$ cat src/rtl/g23d_pkg.sv
// Shared types, constants and syndrome table for the Golay(23,12) decoder.
package g23d_pkg;

   localparam int WORD_BITS = 23;
   localparam int DATA_BITS = 12;
   localparam int SYN_BITS  = 11;
   localparam int STEPS     = DATA_BITS;

   localparam logic [DATA_BITS-1:0] GEN_POLY = 12'hC75;

   typedef enum logic [1:0] {
      STAT_CLEAN         = 2'd0,
      STAT_CORRECTED     = 2'd1,
      STAT_UNCORRECTABLE = 2'd2
   } status_type;

   typedef struct packed {
      logic                 valid;
      logic [WORD_BITS-1:0] work;
      logic [WORD_BITS-1:0] word;
   } stage_type;

   typedef logic [WORD_BITS-1:0][SYN_BITS-1:0] syn_table_type;

   // Syndrome of every single-bit error pattern, evaluated at elaboration.
   function automatic syn_table_type build_syn_table();
      syn_table_type        tab;
      logic [WORD_BITS-1:0] w;
      for (int i = 0; i < WORD_BITS; i++) begin
         w = '0;
         w[i] = 1'b1;
         for (int k = 0; k < STEPS; k++) begin
            if (w[WORD_BITS-1]) begin
               w = w ^ {GEN_POLY, {SYN_BITS{1'b0}}};
            end
            w = {w[WORD_BITS-2:0], 1'b0};
         end
         tab[i] = w[WORD_BITS-1:DATA_BITS];
      end
      return tab;
   endfunction

   localparam syn_table_type UNIT_SYN = build_syn_table();

endpackage

$ cat src/rtl/golay_23_12_single_error_decoder.sv
// Top level of the Golay(23,12) single-error decoder.
//
//   channel   ports                                    transfer
//   request   start, busy, req_code_word               start && !busy at clock edge
//   response  rsp_strobe, rsp_data_bits, rsp_status   rsp_strobe high for one cycle
//
// One codeword per cycle; busy stays low.
// The chain is 12 division cells, then the locator register.
// Synchronous reset clears all valid flags; a result leaves once an accepted
// codeword has passed every division cell and the locator register.
// Results cannot be held off, so the chain never stalls.
module golay_23_12_single_error_decoder
   import g23d_pkg::*;
(
   input  logic                 clock,
   input  logic                 reset,
   input  logic                 start,
   output logic                 busy,
   input  logic [WORD_BITS-1:0] req_code_word,
   output logic                 rsp_strobe,
   output logic [DATA_BITS-1:0] rsp_data_bits,
   output logic [1:0]           rsp_status
);

   localparam int LATENCY = STEPS + 1;

   stage_type  chain [STEPS+1];
   status_type status;
   logic       accept;

   assign busy   = 1'b0;
   assign accept = start && !busy;

   assign chain[0].valid = accept;
   assign chain[0].work  = req_code_word;
   assign chain[0].word  = req_code_word;

   for (genvar k = 0; k < STEPS; k++) begin : g_cell
      g23d_cell u_cell (
         .clock      (clock),
         .reset      (reset),
         .prev_stage (chain[k]),
         .next_stage (chain[k+1])
      );
   end

   g23d_fix u_fix (
      .clock      (clock),
      .reset      (reset),
      .last_stage (chain[STEPS]),
      .strobe     (rsp_strobe),
      .data_bits  (rsp_data_bits),
      .status     (status)
   );

   assign rsp_status = status;

   a_latency: assert property (@(posedge clock) disable iff (reset)
      accept |-> ##LATENCY rsp_strobe)
      else $error("result missing after accepted codeword");

   a_no_spurious: assert property (@(posedge clock) disable iff (reset)
      rsp_strobe |-> $past(accept, LATENCY))
      else $error("result without accepted codeword");

   a_status_code: assert property (@(posedge clock) disable iff (reset)
      rsp_strobe |-> (rsp_status == STAT_CLEAN || rsp_status == STAT_CORRECTED ||
                      rsp_status == STAT_UNCORRECTABLE))
      else $error("invalid status code");

endmodule

$ cat src/rtl/g23d_cell.sv
// One long-division step of the syndrome chain, registered.
module g23d_cell
   import g23d_pkg::*;
(
   input  logic      clock,
   input  logic      reset,
   input  stage_type prev_stage,
   output stage_type next_stage
);

   stage_type            stage_ff;
   stage_type            stage_in;
   logic [WORD_BITS-1:0] reduced;

   always_comb begin
      reduced = prev_stage.work;
      if (prev_stage.work[WORD_BITS-1]) begin
         reduced = prev_stage.work ^ {GEN_POLY, {SYN_BITS{1'b0}}};
      end
      stage_in.valid = prev_stage.valid;
      stage_in.work  = {reduced[WORD_BITS-2:0], 1'b0};
      stage_in.word  = prev_stage.word;
   end

   always_ff @(posedge clock) begin
      if (reset) begin
         stage_ff.valid <= 1'b0;
      end else begin
         stage_ff.valid <= stage_in.valid;
      end
      stage_ff.work <= stage_in.work;
      stage_ff.word <= stage_in.word;
   end

   assign next_stage = stage_ff;

endmodule

$ cat src/rtl/g23d_fix.sv
// Error locator and output register: matches the syndrome, flips a data bit in error and sets the status.
module g23d_fix
   import g23d_pkg::*;
(
   input  logic                 clock,
   input  logic                 reset,
   input  stage_type            last_stage,
   output logic                 strobe,
   output logic [DATA_BITS-1:0] data_bits,
   output status_type           status
);

   logic [SYN_BITS-1:0]  syndrome;
   logic [WORD_BITS-1:0] match;
   logic                 strobe_ff, strobe_in;
   logic [DATA_BITS-1:0] data_ff, data_in;
   status_type           status_ff, status_in;

   assign syndrome = last_stage.work[WORD_BITS-1:DATA_BITS];

   always_comb begin
      for (int i = 0; i < WORD_BITS; i++) begin
         match[i] = (syndrome == UNIT_SYN[i]);
      end
   end

   always_comb begin
      strobe_in = last_stage.valid;
      data_in   = last_stage.word[WORD_BITS-1:SYN_BITS];
      priority if (syndrome == '0) begin
         status_in = STAT_CLEAN;
      end else if (|match) begin
         status_in = STAT_CORRECTED;
         data_in   = data_in ^ match[WORD_BITS-1:SYN_BITS];
      end else begin
         status_in = STAT_UNCORRECTABLE;
      end
   end

   always_ff @(posedge clock) begin
      if (reset) begin
         strobe_ff <= 1'b0;
      end else begin
         strobe_ff <= strobe_in;
      end
      data_ff   <= data_in;
      status_ff <= status_in;
   end

   assign strobe    = strobe_ff;
   assign data_bits = data_ff;
   assign status    = status_ff;

endmodule

$ cat config.mk
export PLATFORM = sky130hd
export DESIGN_NAME = golay_23_12_single_error_decoder
export DESIGN_NICKNAME = d
export VERILOG_FILES = /design/src/rtl/g23d_pkg.sv /design/src/rtl/golay_23_12_single_error_decoder.sv /design/src/rtl/g23d_cell.sv /design/src/rtl/g23d_fix.sv
export SDC_FILE = /design/constraint.sdc
export NUM_CORES = 1
export LEC_CHECK = 0
export ABC_AREA = 1
export BUFFER_PORTS_ARGS = -buffer_cell sky130_fd_sc_hd__buf_2
export CAP_MARGIN = 20
export CORE_MARGIN = 2
export CORE_UTILIZATION = 52
export DETAILED_ROUTE_END_ITERATION = 12
export PLACE_DENSITY = 0.72
export SLEW_MARGIN = 25
export SYNTH_ARGS = -nofsm -noshare
export SYNTH_HDL_FRONTEND = slang
export SYNTH_SLANG_ARGS = --single-unit
$ cat constraint.sdc
create_clock -name clock -period 1.3 [get_ports clock]
set_clock_uncertainty 0.15 [all_clocks]
set_input_delay 0.26 -clock clock [delete_from_list [all_inputs] [get_ports clock]]
set_output_delay 0.26 -clock clock [all_outputs]
set_load 0.01 [all_outputs]
==> results of run 1 <==
worst paths after layout:
path / from / endpoint / slack (ps)
setup / recovery: g_cell[11].u_cell.next_stage[39]$_DFF_P_ / u_fix.status[0]$_SDFF_PP0_ / -180
hold / removal: g_cell[0].u_cell.next_stage[3]$_DFF_P_ / g_cell[1].u_cell.next_stage[3]$_DFF_P_ / 170
setup reg to reg: g_cell[11].u_cell.next_stage[39]$_DFF_P_ / u_fix.status[0]$_SDFF_PP0_ / -180
hold reg to reg: g_cell[0].u_cell.next_stage[3]$_DFF_P_ / g_cell[1].u_cell.next_stage[3]$_DFF_P_ / 170
per-stage QoR:
step                      total power, W  hold slack, ps
after CTS                        0.02533           169.3
after detailed placement         0.01635           162.1
after global placement           0.01608           160.9
after global routing             0.02699           173.3
after floorplan                  0.01577           137.7
final                            0.02579           168.3
metal layers:
layer / global-route usage (%) / vias up / share of wire [%]
met4: 7.527 / 0 / 6.4
met1: 12.07 / 1743 / 36
li1: - / 1976 / -
met2: 21.13 / 110 / 52
met3: 3.180 / 56 / 5.3
met5: 0 / - / 0
sequential cells by signal, summed over array words and instances (netlist names):
register                  cells
u_fix.strobe                  1
g_cell.u_cell.next_stage    346
u_fix.status                  2
u_fix.data_bits              12
placed cells by master, fill, tap and decap left out, types with 2 or more instances in the layout:
cell,count
xnor2_2,4
dlygate4sd3_1,26
dfxtp_2,9
nand2_1,11
buf_2,35
clkbuf_16,30
clkbuf_8,10
xor2_1,72
inv_4,5
nand4_1,2
nor2_2,14
xnor2_1,8
buf_4,10
nand2_4,9
nand3_1,2
clkbuf_1,6
inv_2,6
dfxtp_4,7
clkinv_8,2
buf_6,9
inv_1,14
clkinvlp_4,3
nand2_2,14
dfxtp_1,345
nor3_1,2
nand3_2,13
nor2_4,10
nor2_1,21
layout make-up:
class                   count  area [um2]
clock inverters             7       90.09
flip-flops and latches    361        7264
clock buffers              46       910.9
multi-input cells         187        1490
fillers                  1126        5649
well taps                 220       275.3
repair buffers             80       611.8
inverters                  26       115.1
worst max-delay path, cell delays in order (launching register included):
cell and delay [ps]:
dfxtp_2 330, buf_4 130, nand2_2 100, nor2_1 60, nand3_2 90, nand2_1 80, nor2_2 150, nand3_2 100
or2_1 200
kinds of logic after synthesis:
group	after synthesis	synth area share, %
buffers and inverters	40	1.783
DFF	361	83.75
other	1	0.04346
xor gates and xnor gates	84	8.525
AOI/OAI and AO/OA	1	0.05794
and+or+nand+nor	101	5.843
power by group:
part           switching (W)  total [W]  internal (W)
clock network        0.00363    0.00866       0.00503
registers            0.00113     0.0144        0.0132
logic                0.00158    0.00276       0.00118
total                0.00633     0.0258        0.0195
what timing repair did:
| item | 4_1_cts | 5_1_grt |
|---|---|---|
| hold endpoints to repair | 42 | 0 |
| hold buffers | 26 | 0 |
| resized for setup | 33 | 70 |
| pin swaps | 7 | 19 |
| setup buffers | 0 | 2 |
| endpoints found under the setup margin | 28 | 29 |
==> impl_metrics.csv, run 1 <==
group,metric,value,unit
outcome,status,"finished with violations",
yosys,synthTopCellsByArea,"dfxtp_1 84%, xor2_1 7.3%, nor2_1 1.7%",
critical_path,crit_fanout,4,
routing,wirelength,10330,um
cts,clockBufferDepth,3,
finish,antenna_cells,0,
cts,path_clk_slew,70,ps
yosys,synth_cell_type_count,18,
flow_run,drv_cap,0,
cts,clkSinkCount,361,
critical_path,start_kind,"flip-flop",
timing,fmax,0.6748,GHz
global_routing,grt_max_degree,17,
yosys,syn_nets,614,
timing,fin_crit,1482,ps
power_and_ir_drop,peakVddDrop,1611,uV
yosys,ys_top_cells_by_count,"361 x dfxtp_1, 72 x xor2_1, 39 x nor2_1",
placement,place_area,0.009140,mm2
placement,dp_cells,846,
placement,gp_congestion,0.8971,
cts,cts_root_buf,"clkbuf_16",
critical_path,r2r_cells,8,
cts,clk_latency,540,ps
yosys,synth-edff-count,0,
cts,cts_tree,"yes",
timing,maxSlewViolCount,0,
timing,rsz0062_at_grt,"yes",
global_routing,antenna_found_initial,0,
floorplan,fp-row-count,47,
timing,finalHoldViolations,0,
floorplan,start_util,52.60,%
yosys,synth-seq-area-share,83.75,%
timing,final-setup-viol-count,25,
routing,antenna_left,0,
global_routing,grt_pass1_vias,3907,
timing,tns,-1398,ps
power_and_ir_drop,leakage,4.601,nW
yosys,synth-warning-count,0,
finish,final_area,0.01076,mm2
worst_hold_path,whs_path_depth,0,
yosys,synth_seq_cells,361,
routing,wl_per_cell,11.14,um
yosys,synth_flop_cell,"dfxtp_1",
routing,drcViolationCount,0,
yosys,synth.top_cell.area_share,83.75,%
placement,hpwlAfterDp,5771,um
yosys,syn_area,0.008630,mm2
yosys,yosys.cell_count.top_type,"dfxtp_1",
finish,final_cells,927,
finish,fin_nets,712,
cts,cts_buffers,30,
yosys,yosys.area.top_type,"dfxtp_1",
timing,setup_ws,-182.0,ps
power_and_ir_drop,power.density,2397,mW/mm2
placement,dpl_worst_slack,-179.3,ps
routing,first_iter_violations,124,
timing,fin_crit_sh,114.0,%
global_routing,grt_pass1_wl,17020,um
critical_path,setup.worst_path.end_class,"flip-flop",
floorplan,core_region_area,0.01641,mm2
floorplan,die_w,132.8,um
placement,numPortBuffers,40,
routing,dr.pass1.iters,4,
worst_hold_path,hold_path.class,"flip-flop to flip-flop",
routing,via_per_inst,4.191,
critical_path,cp.required,1580,ps
outcome,failed_checks,"setup timing",
floorplan,io_pins,42,
finish,area_growth,24.66,%
global_routing,gr-usage-all-layers,11.77,%
yosys,syn-mean-instance-area,14.68,um2
critical_path,critPathKind,"flip-flop to flip-flop",
routing,dr_total_vias,3885,
floorplan,die_h,132.8,um
finish,utilization,65.57,%
floorplan,dieArea,0.01764,mm2
cts,htreeDepth,1,
finish,drive_gt1_share,27.58,%
yosys,syn_inst,588,
yosys,synthArstFlopShare,0,%
global_routing,grt_overflow,0,
critical_path,crit_arrival,1760,ps
Power figures use the tool's default switching activity.
==> inputs of run 2 (changes only) <==
--- a/config.mk
+++ b/config.mk
@@ -7,11 +7,11 @@
 export LEC_CHECK = 0
 export ABC_AREA = 1
 export BUFFER_PORTS_ARGS = -buffer_cell sky130_fd_sc_hd__buf_2
-export CAP_MARGIN = 20
 export CORE_MARGIN = 2
-export CORE_UTILIZATION = 52
+export CORE_UTILIZATION = 51
 export DETAILED_ROUTE_END_ITERATION = 12
-export PLACE_DENSITY = 0.72
+export PLACE_DENSITY = 0.71
+export SETUP_SLACK_MARGIN = 0.05
 export SLEW_MARGIN = 25
 export SYNTH_ARGS = -nofsm -noshare
 export SYNTH_HDL_FRONTEND = slang
==> run 2 against run 1 <==
  * Count of clock-buffer cells in the layout is the same
  * Utilization shrank 0.71 points
  * Non-clock buffer count shrank 2
  * Final cell count grew 0.11%
  * First-iteration DRC count shrank 13%
  * The run still ends with setup timing left
  * Wire length shrank 6.8%
  * Power grew 0.68%
  * Clock power grew 4.3%
  * Register-to-register slack gained 100 ps
  * Maximum frequency grew 7.6%
  * Worst hold slack lost 6.3 ps
==> impl_metrics.csv, run 2 (synthesized netlist as in run 1, its figures left out) <==
group,metric,value,unit
cts,cts_tree,"yes",
cts,path_clk_slew,60,ps
critical_path,worstPathCellList,"inv_4, nand2_4, nor2_4, nand3_2, nand2_2, nor2_2, nand3_2, or2_1",
worst_hold_path,whs_path_depth,0,
worst_hold_path,hold_path.class,"flip-flop to flip-flop",
critical_path,critPathSlowestCell,"dfxtp_4",
placement,hpwlAfterDp,5618,um
routing,drcViolationCount,0,
critical_path,cp_slowest_stage_delay,380,ps
timing,final-setup-viol-count,18,
cts,htreeDepth,1,
outcome,status,"finished with violations",
placement,gp_congestion,0.8649,
critical_path,r2r-start,"g_cell[11].u_cell.next_stage[40]$_DFF_P_",
global_routing,grt_overflow,0,
critical_path,crit_arrival,1650,ps
floorplan,die_w,134.1,um
floorplan,fp-row-count,47,
power_and_ir_drop,p_total,0.02597,W
finish,area_growth,24.65,%
timing,finalHoldViolations,0,
floorplan,start_util,52.04,%
routing,first_iter_violations,108,
critical_path,cp-startpoint,"g_cell[11].u_cell.next_stage[40]$_DFF_P_",
routing,antenna_left,0,
critical_path,setup.worst_path.end_class,"flip-flop",
routing,wirelength,9625,um
routing,dr.pass1.iters,4,
critical_path,cp_common_cell,"nand3_2",
finish,fin_nets,711,
global_routing,antenna_found_initial,0,
timing,setup_ws,-77.35,ps
finish,largest_reg_flops,346,
finish,layout_common_cells,"347 x dfxtp_1, 72 x xor2_1, 37 x buf_2, 31 x clkbuf_16, 26 x dlygate4sd3_1",
timing,maxSlewViolCount,0,
global_routing,gr-usage-all-layers,10.87,%
finish,final_common_cell,"dfxtp_1",
finish,fillers,1169,
floorplan,core_region_area,0.01658,mm2
critical_path,cp.required,1580,ps
global_routing,grt_pass1_wl,16080,um
floorplan,io_pins,42,
timing,fin_crit_sh,105.9,%
critical_path,start_kind,"flip-flop",
cts,clkSinkCount,361,
routing,dr_total_vias,3834,
cts,clk_latency,530,ps
timing,fmax,0.7260,GHz
cts,clockBufferDepth,3,
routing,wl_per_cell,10.37,um
power_and_ir_drop,peakVddDrop,1800,uV
finish,drive_gt1_share,26.98,%
power_and_ir_drop,power.density,2414,mW/mm2
critical_path,crit_fanout,4,
routing,via_per_inst,4.131,
finish,final_cells,928,
timing,tns,-1074,ps
timing,rsz0062_at_grt,"yes",
outcome,failed_checks,"setup timing",
finish,antenna_cells,0,
critical_path,critPathKind,"flip-flop to flip-flop",
cts,cts_buffers,31,
cts,cts_root_buf,"clkbuf_16",
placement,numPortBuffers,40,
global_routing,grt_pass1_vias,3816,
worst_hold_path,worst_hold_startpoint,"g_cell[8].u_cell.next_stage[42]$_DFF_P_",
placement,dp_cells,845,
finish,utilization,64.86,%
timing,fin_crit,1377,ps
floorplan,die_h,134.1,um
power_and_ir_drop,leakage,4.621,nW
critical_path,r2r_cells,8,
flow_run,drv_cap,0,
timing,timing.hold.ws,161.9,ps
floorplan,dieArea,0.01798,mm2
global_routing,grt_max_degree,16,
[run 2: report_power, final]
| part | leakage, nW | total [W] | switching, W | internal [W] |
|---|---|---|---|---|
| Sequential | 3.04 | 0.0144 | 0.00116 | 0.0133 |
| Clock | 0.515 | 0.00903 | 0.00359 | 0.00544 |
| Combinational | 1.06 | 0.00252 | 0.00139 | 0.00112 |
[run 2: layout make-up]
cell class | count | area, um2 | share of cell area [%]
timing repair buffer | 78 | 580.6 | 5.397
tap | 220 | 275.3 | 2.559
multi-input combinational | 187 | 1466 | 13.63
inverter | 26 | 120.1 | 1.117
sequential | 361 | 7267 | 67.56
clock buffer | 46 | 912.1 | 8.480
clock inverter | 10 | 135.1 | 1.256
[run 2: final timing paths]
kind | to | slack (ps)
worst max register to register | u_fix.status[0]$_SDFF_PP0_ | -80
worst max-delay path | u_fix.status[0]$_SDFF_PP0_ | -80
worst min-delay path | g_cell[9].u_cell.next_stage[43]$_DFF_P_ | 160
worst min register to register | g_cell[9].u_cell.next_stage[43]$_DFF_P_ | 160
[run 2: routing by layer]
metal	wire, um	vias to the layer above	GRT usage, %
li1	-	1975	-
met1	3854	1743	11.43
met2	4968	89	19.80
met3	503	27	2.948
met4	299	0	5.731
met5	0	-	0
[run 2: worst max-delay path: cells and delay by family, from the launching register on]
family        cells  cell delay (ps)
flops             1              380
simple gates      7              710
buf+inv           1               50
[run 2: what timing repair did]
| item | 4_1_cts | 5_1_grt |
|---|---|---|
| gates resized for setup | 22 | 60 |
| setup buffers | 0 | 2 |
| hold endpoints to repair | 42 | 0 |
| pin swaps | 12 | 22 |
| hold buffers | 26 | 0 |
| endpoints found under the setup margin | 26 | 29 |
| gates cloned | 0 | 0 |
[run 2: stage by stage]
stage | area (um2) | setup WS (ps)
CTS | 10540 | -113.8
global route | 10760 | -137.0
detailed placement | 9164 | -58.42
global placement | 9164 | -40.90
floorplan | 8662 | 36.66
finish | 10760 | -77.35
==> inputs of run 3 (changes only) <==
--- a/config.mk
+++ b/config.mk
@@ -11,7 +11,9 @@
 export CORE_UTILIZATION = 51
 export DETAILED_ROUTE_END_ITERATION = 12
 export PLACE_DENSITY = 0.71
+export RECOVER_POWER = 25
 export SETUP_SLACK_MARGIN = 0.05
+export SKIP_LAST_GASP = 1
 export SLEW_MARGIN = 25
 export SYNTH_ARGS = -nofsm -noshare
 export SYNTH_HDL_FRONTEND = slang
==> run 3 against run 2 <==
  * The flow still finishes with violations (setup timing)
  * Via count is 0.37% lower
  * Wire length is 1.0% higher
  * Global-route usage hardly changed
  * Maximum frequency is 0.47% higher
  * Non-clock buffer count is 1 lower
  * Die area stayed put
  * Worst hold slack hardly changed
==> impl_metrics.csv, run 3 (synthesized netlist as in run 1, its figures left out) <==
group,metric,value,unit
timing,setup_ws,-70.91,ps
critical_path,critPathKind,"flip-flop to output port",
power_and_ir_drop,switching_share,23.85,%
routing,wirelength,9725,um
cts,cts_buffers,31,
critical_path,setup.worst_path.end_class,"output port",
placement,gp_congestion,0.8649,
finish,drive_gt1_share,27.30,%
finish,fillers,1159,
finish,area_growth,25.11,%
cts,clockBufferDepth,3,
placement,hpwlAfterDp,5618,um
floorplan,dieArea,0.01798,mm2
cts,clk_latency,530,ps
critical_path,crit_arrival,960,ps
placement,numPortBuffers,40,
cts,cts_tree,"yes",
timing,finalHoldViolations,0,
critical_path,worstPathCellList,"buf_6",
critical_path,cp.required,890,ps
timing,tns,-1021,ps
cts,htreeDepth,1,
critical_path,cp_slowest_stage_delay,320,ps
floorplan,fp-row-count,47,
routing,dr.pass1.iters,4,
critical_path,r2r-end,"u_fix.status[0]$_SDFF_PP0_",
critical_path,start_kind,"flip-flop",
worst_hold_path,worst_hold_startpoint,"g_cell[8].u_cell.next_stage[42]$_DFF_P_",
finish,layout_common_cells,"347 x dfxtp_1, 72 x xor2_1, 37 x buf_2, 31 x clkbuf_16, 26 x dlygate4sd3_1",
global_routing,gr-usage-all-layers,10.83,%
timing,rsz0062_at_grt,"yes",
timing,fmax,0.7294,GHz
timing,fin_crit_sh,105.5,%
timing,maxSlewViolCount,0,
outcome,failed_checks,"setup timing",
floorplan,core_region_area,0.01658,mm2
power_and_ir_drop,sequentialPowerShare,55.4,%
global_routing,grt_pass1_vias,3808,
worst_hold_path,hold_path.class,"flip-flop to flip-flop",
critical_path,worstPathBufferInverterCount,1,
finish,final_common_cell,"dfxtp_1",
timing,fin_crit,1371,ps
cts,cts_root_buf,"clkbuf_16",
cts,path_clk_slew,60,ps
critical_path,critPathSlowestCell,"dfxtp_2",
routing,antenna_left,0,
critical_path,crit_family,"flip-flops",
routing,drcViolationCount,0,
global_routing,grt_max_degree,16,
critical_path,rrSetupSlack,-70,ps
placement,dpl_worst_slack,-58.42,ps
floorplan,start_util,52.04,%
finish,final_area,0.01080,mm2
worst_hold_path,hold_end,"g_cell[9].u_cell.next_stage[43]$_DFF_P_",
power_and_ir_drop,comb_power_share,10.0,%
power_and_ir_drop,peakVddDrop,1800,uV
global_routing,grt_overflow,0,
power_and_ir_drop,leakage,4.638,nW
floorplan,die_w,134.1,um
routing,via_per_inst,4.121,
placement,place_area,0.009164,mm2
cts,clkSinkCount,361,
outcome,status,"finished with violations",
finish,antenna_cells,0,
global_routing,antenna_found_initial,0,
finish,fin_nets,710,
power_and_ir_drop,p_total,0.02608,W
power_and_ir_drop,pwr-share-clk,34.6,%
flow_run,drv_cap,0,
power_and_ir_drop,p_switching,0.006220,W
worst_hold_path,whs_path_depth,0,
routing,first_iter_violations,118,
floorplan,io_pins,42,
power_and_ir_drop,power.density,2415,mW/mm2
critical_path,r2r-start,"g_cell[11].u_cell.next_stage[37]$_DFF_P_",
cts,cts_setup_buffers,0,
finish,largest_reg_flops,346,
routing,wl_per_cell,10.49,um
critical_path,r2r_cells,8,
routing,dr_total_vias,3820,
critical_path,crit_fanout,1,
timing,final-setup-viol-count,16,
power_and_ir_drop,intPower,0.01986,W
floorplan,die_h,134.1,um
global_routing,grt_pass1_wl,16040,um
[run 3: cell types whose count changed in the layout (fill, tap and decap cells not counted), moves of 2 or more]
cell	change
buf_4	-3
buf_6	+2
nor2_4	+2
nand2_2	-2
nand2_4	+2
[run 3: final cells by class]
class,instances,area (um2),area share (%)
Inverter,26,122.6,1.136
Clock buffer,46,912.1,8.448
Multi-Input combinational cell,187,1501,13.91
Timing Repair Buffer,77,580.6,5.377
Tap cell,220,275.3,2.550
Sequential cell,361,7269,67.33
Clock inverter,10,135.1,1.252
[run 3: worst max-delay path by stage]
stage                                                         from                          to  slack [ps]  cells after the start
after CTS                               u_fix.data_bits[9]$_DFF_P_            rsp_data_bits[9]        -110                      1
after global placement    g_cell[11].u_cell.next_stage[39]$_DFF_P_  u_fix.status[0]$_SDFF_PP0_         -40                      7
final                                      u_fix.strobe$_SDFF_PP0_                  rsp_strobe         -70                      1
after global routing      g_cell[11].u_cell.next_stage[38]$_DFF_P_  u_fix.status[0]$_SDFF_PP0_        -140                      8
after detailed placement  g_cell[11].u_cell.next_stage[45]$_DFF_P_  u_fix.data_bits[6]$_DFF_P_         -60                      5
after floorplan           g_cell[11].u_cell.next_stage[36]$_DFF_P_  u_fix.status[0]$_SDFF_PP0_          40                      8
[run 3: power by group through the flow]
stage                     Clock [W]  Combinational (W)  Sequential (W)
after floorplan                   0            0.00188          0.0140
after CTS                   0.00929            0.00216          0.0143
after global placement            0            0.00187          0.0144
after detailed placement          0            0.00193          0.0145
after global routing        0.00975            0.00288          0.0147
final                       0.00903            0.00261          0.0144
[run 3: stage by stage]
stage | instances | utilization (%) | hold slack (ps)
after floorplan | 588 | - | 137.7
after global placement | 845 | 55.26 | 159.9
after detailed placement | 845 | 55.26 | 162.0
after CTS | 927 | 63.44 | 153.7
after global routing | 927 | 65.10 | 164.8
final | 927 | 65.10 | 161.8
[run 3: per-layer routing]
metal | wire length [um] | share of wire [%] | up-vias | track usage (%)
met4 | 341 | 3.5 | 0 | 5.439
met5 | 0 | 0 | - | 0
met3 | 511 | 5.3 | 29 | 2.910
li1 | - | - | 1970 | -
met1 | 3880 | 40 | 1732 | 11.41
met2 | 4992 | 51 | 89 | 19.89
[run 3: timing repair]
action,in CTS,in global routing
hold buffers,26,0
setup endpoints to repair,26,29
pin swaps,10,26
gates resized for setup,16,77
hold endpoints to repair,42,0
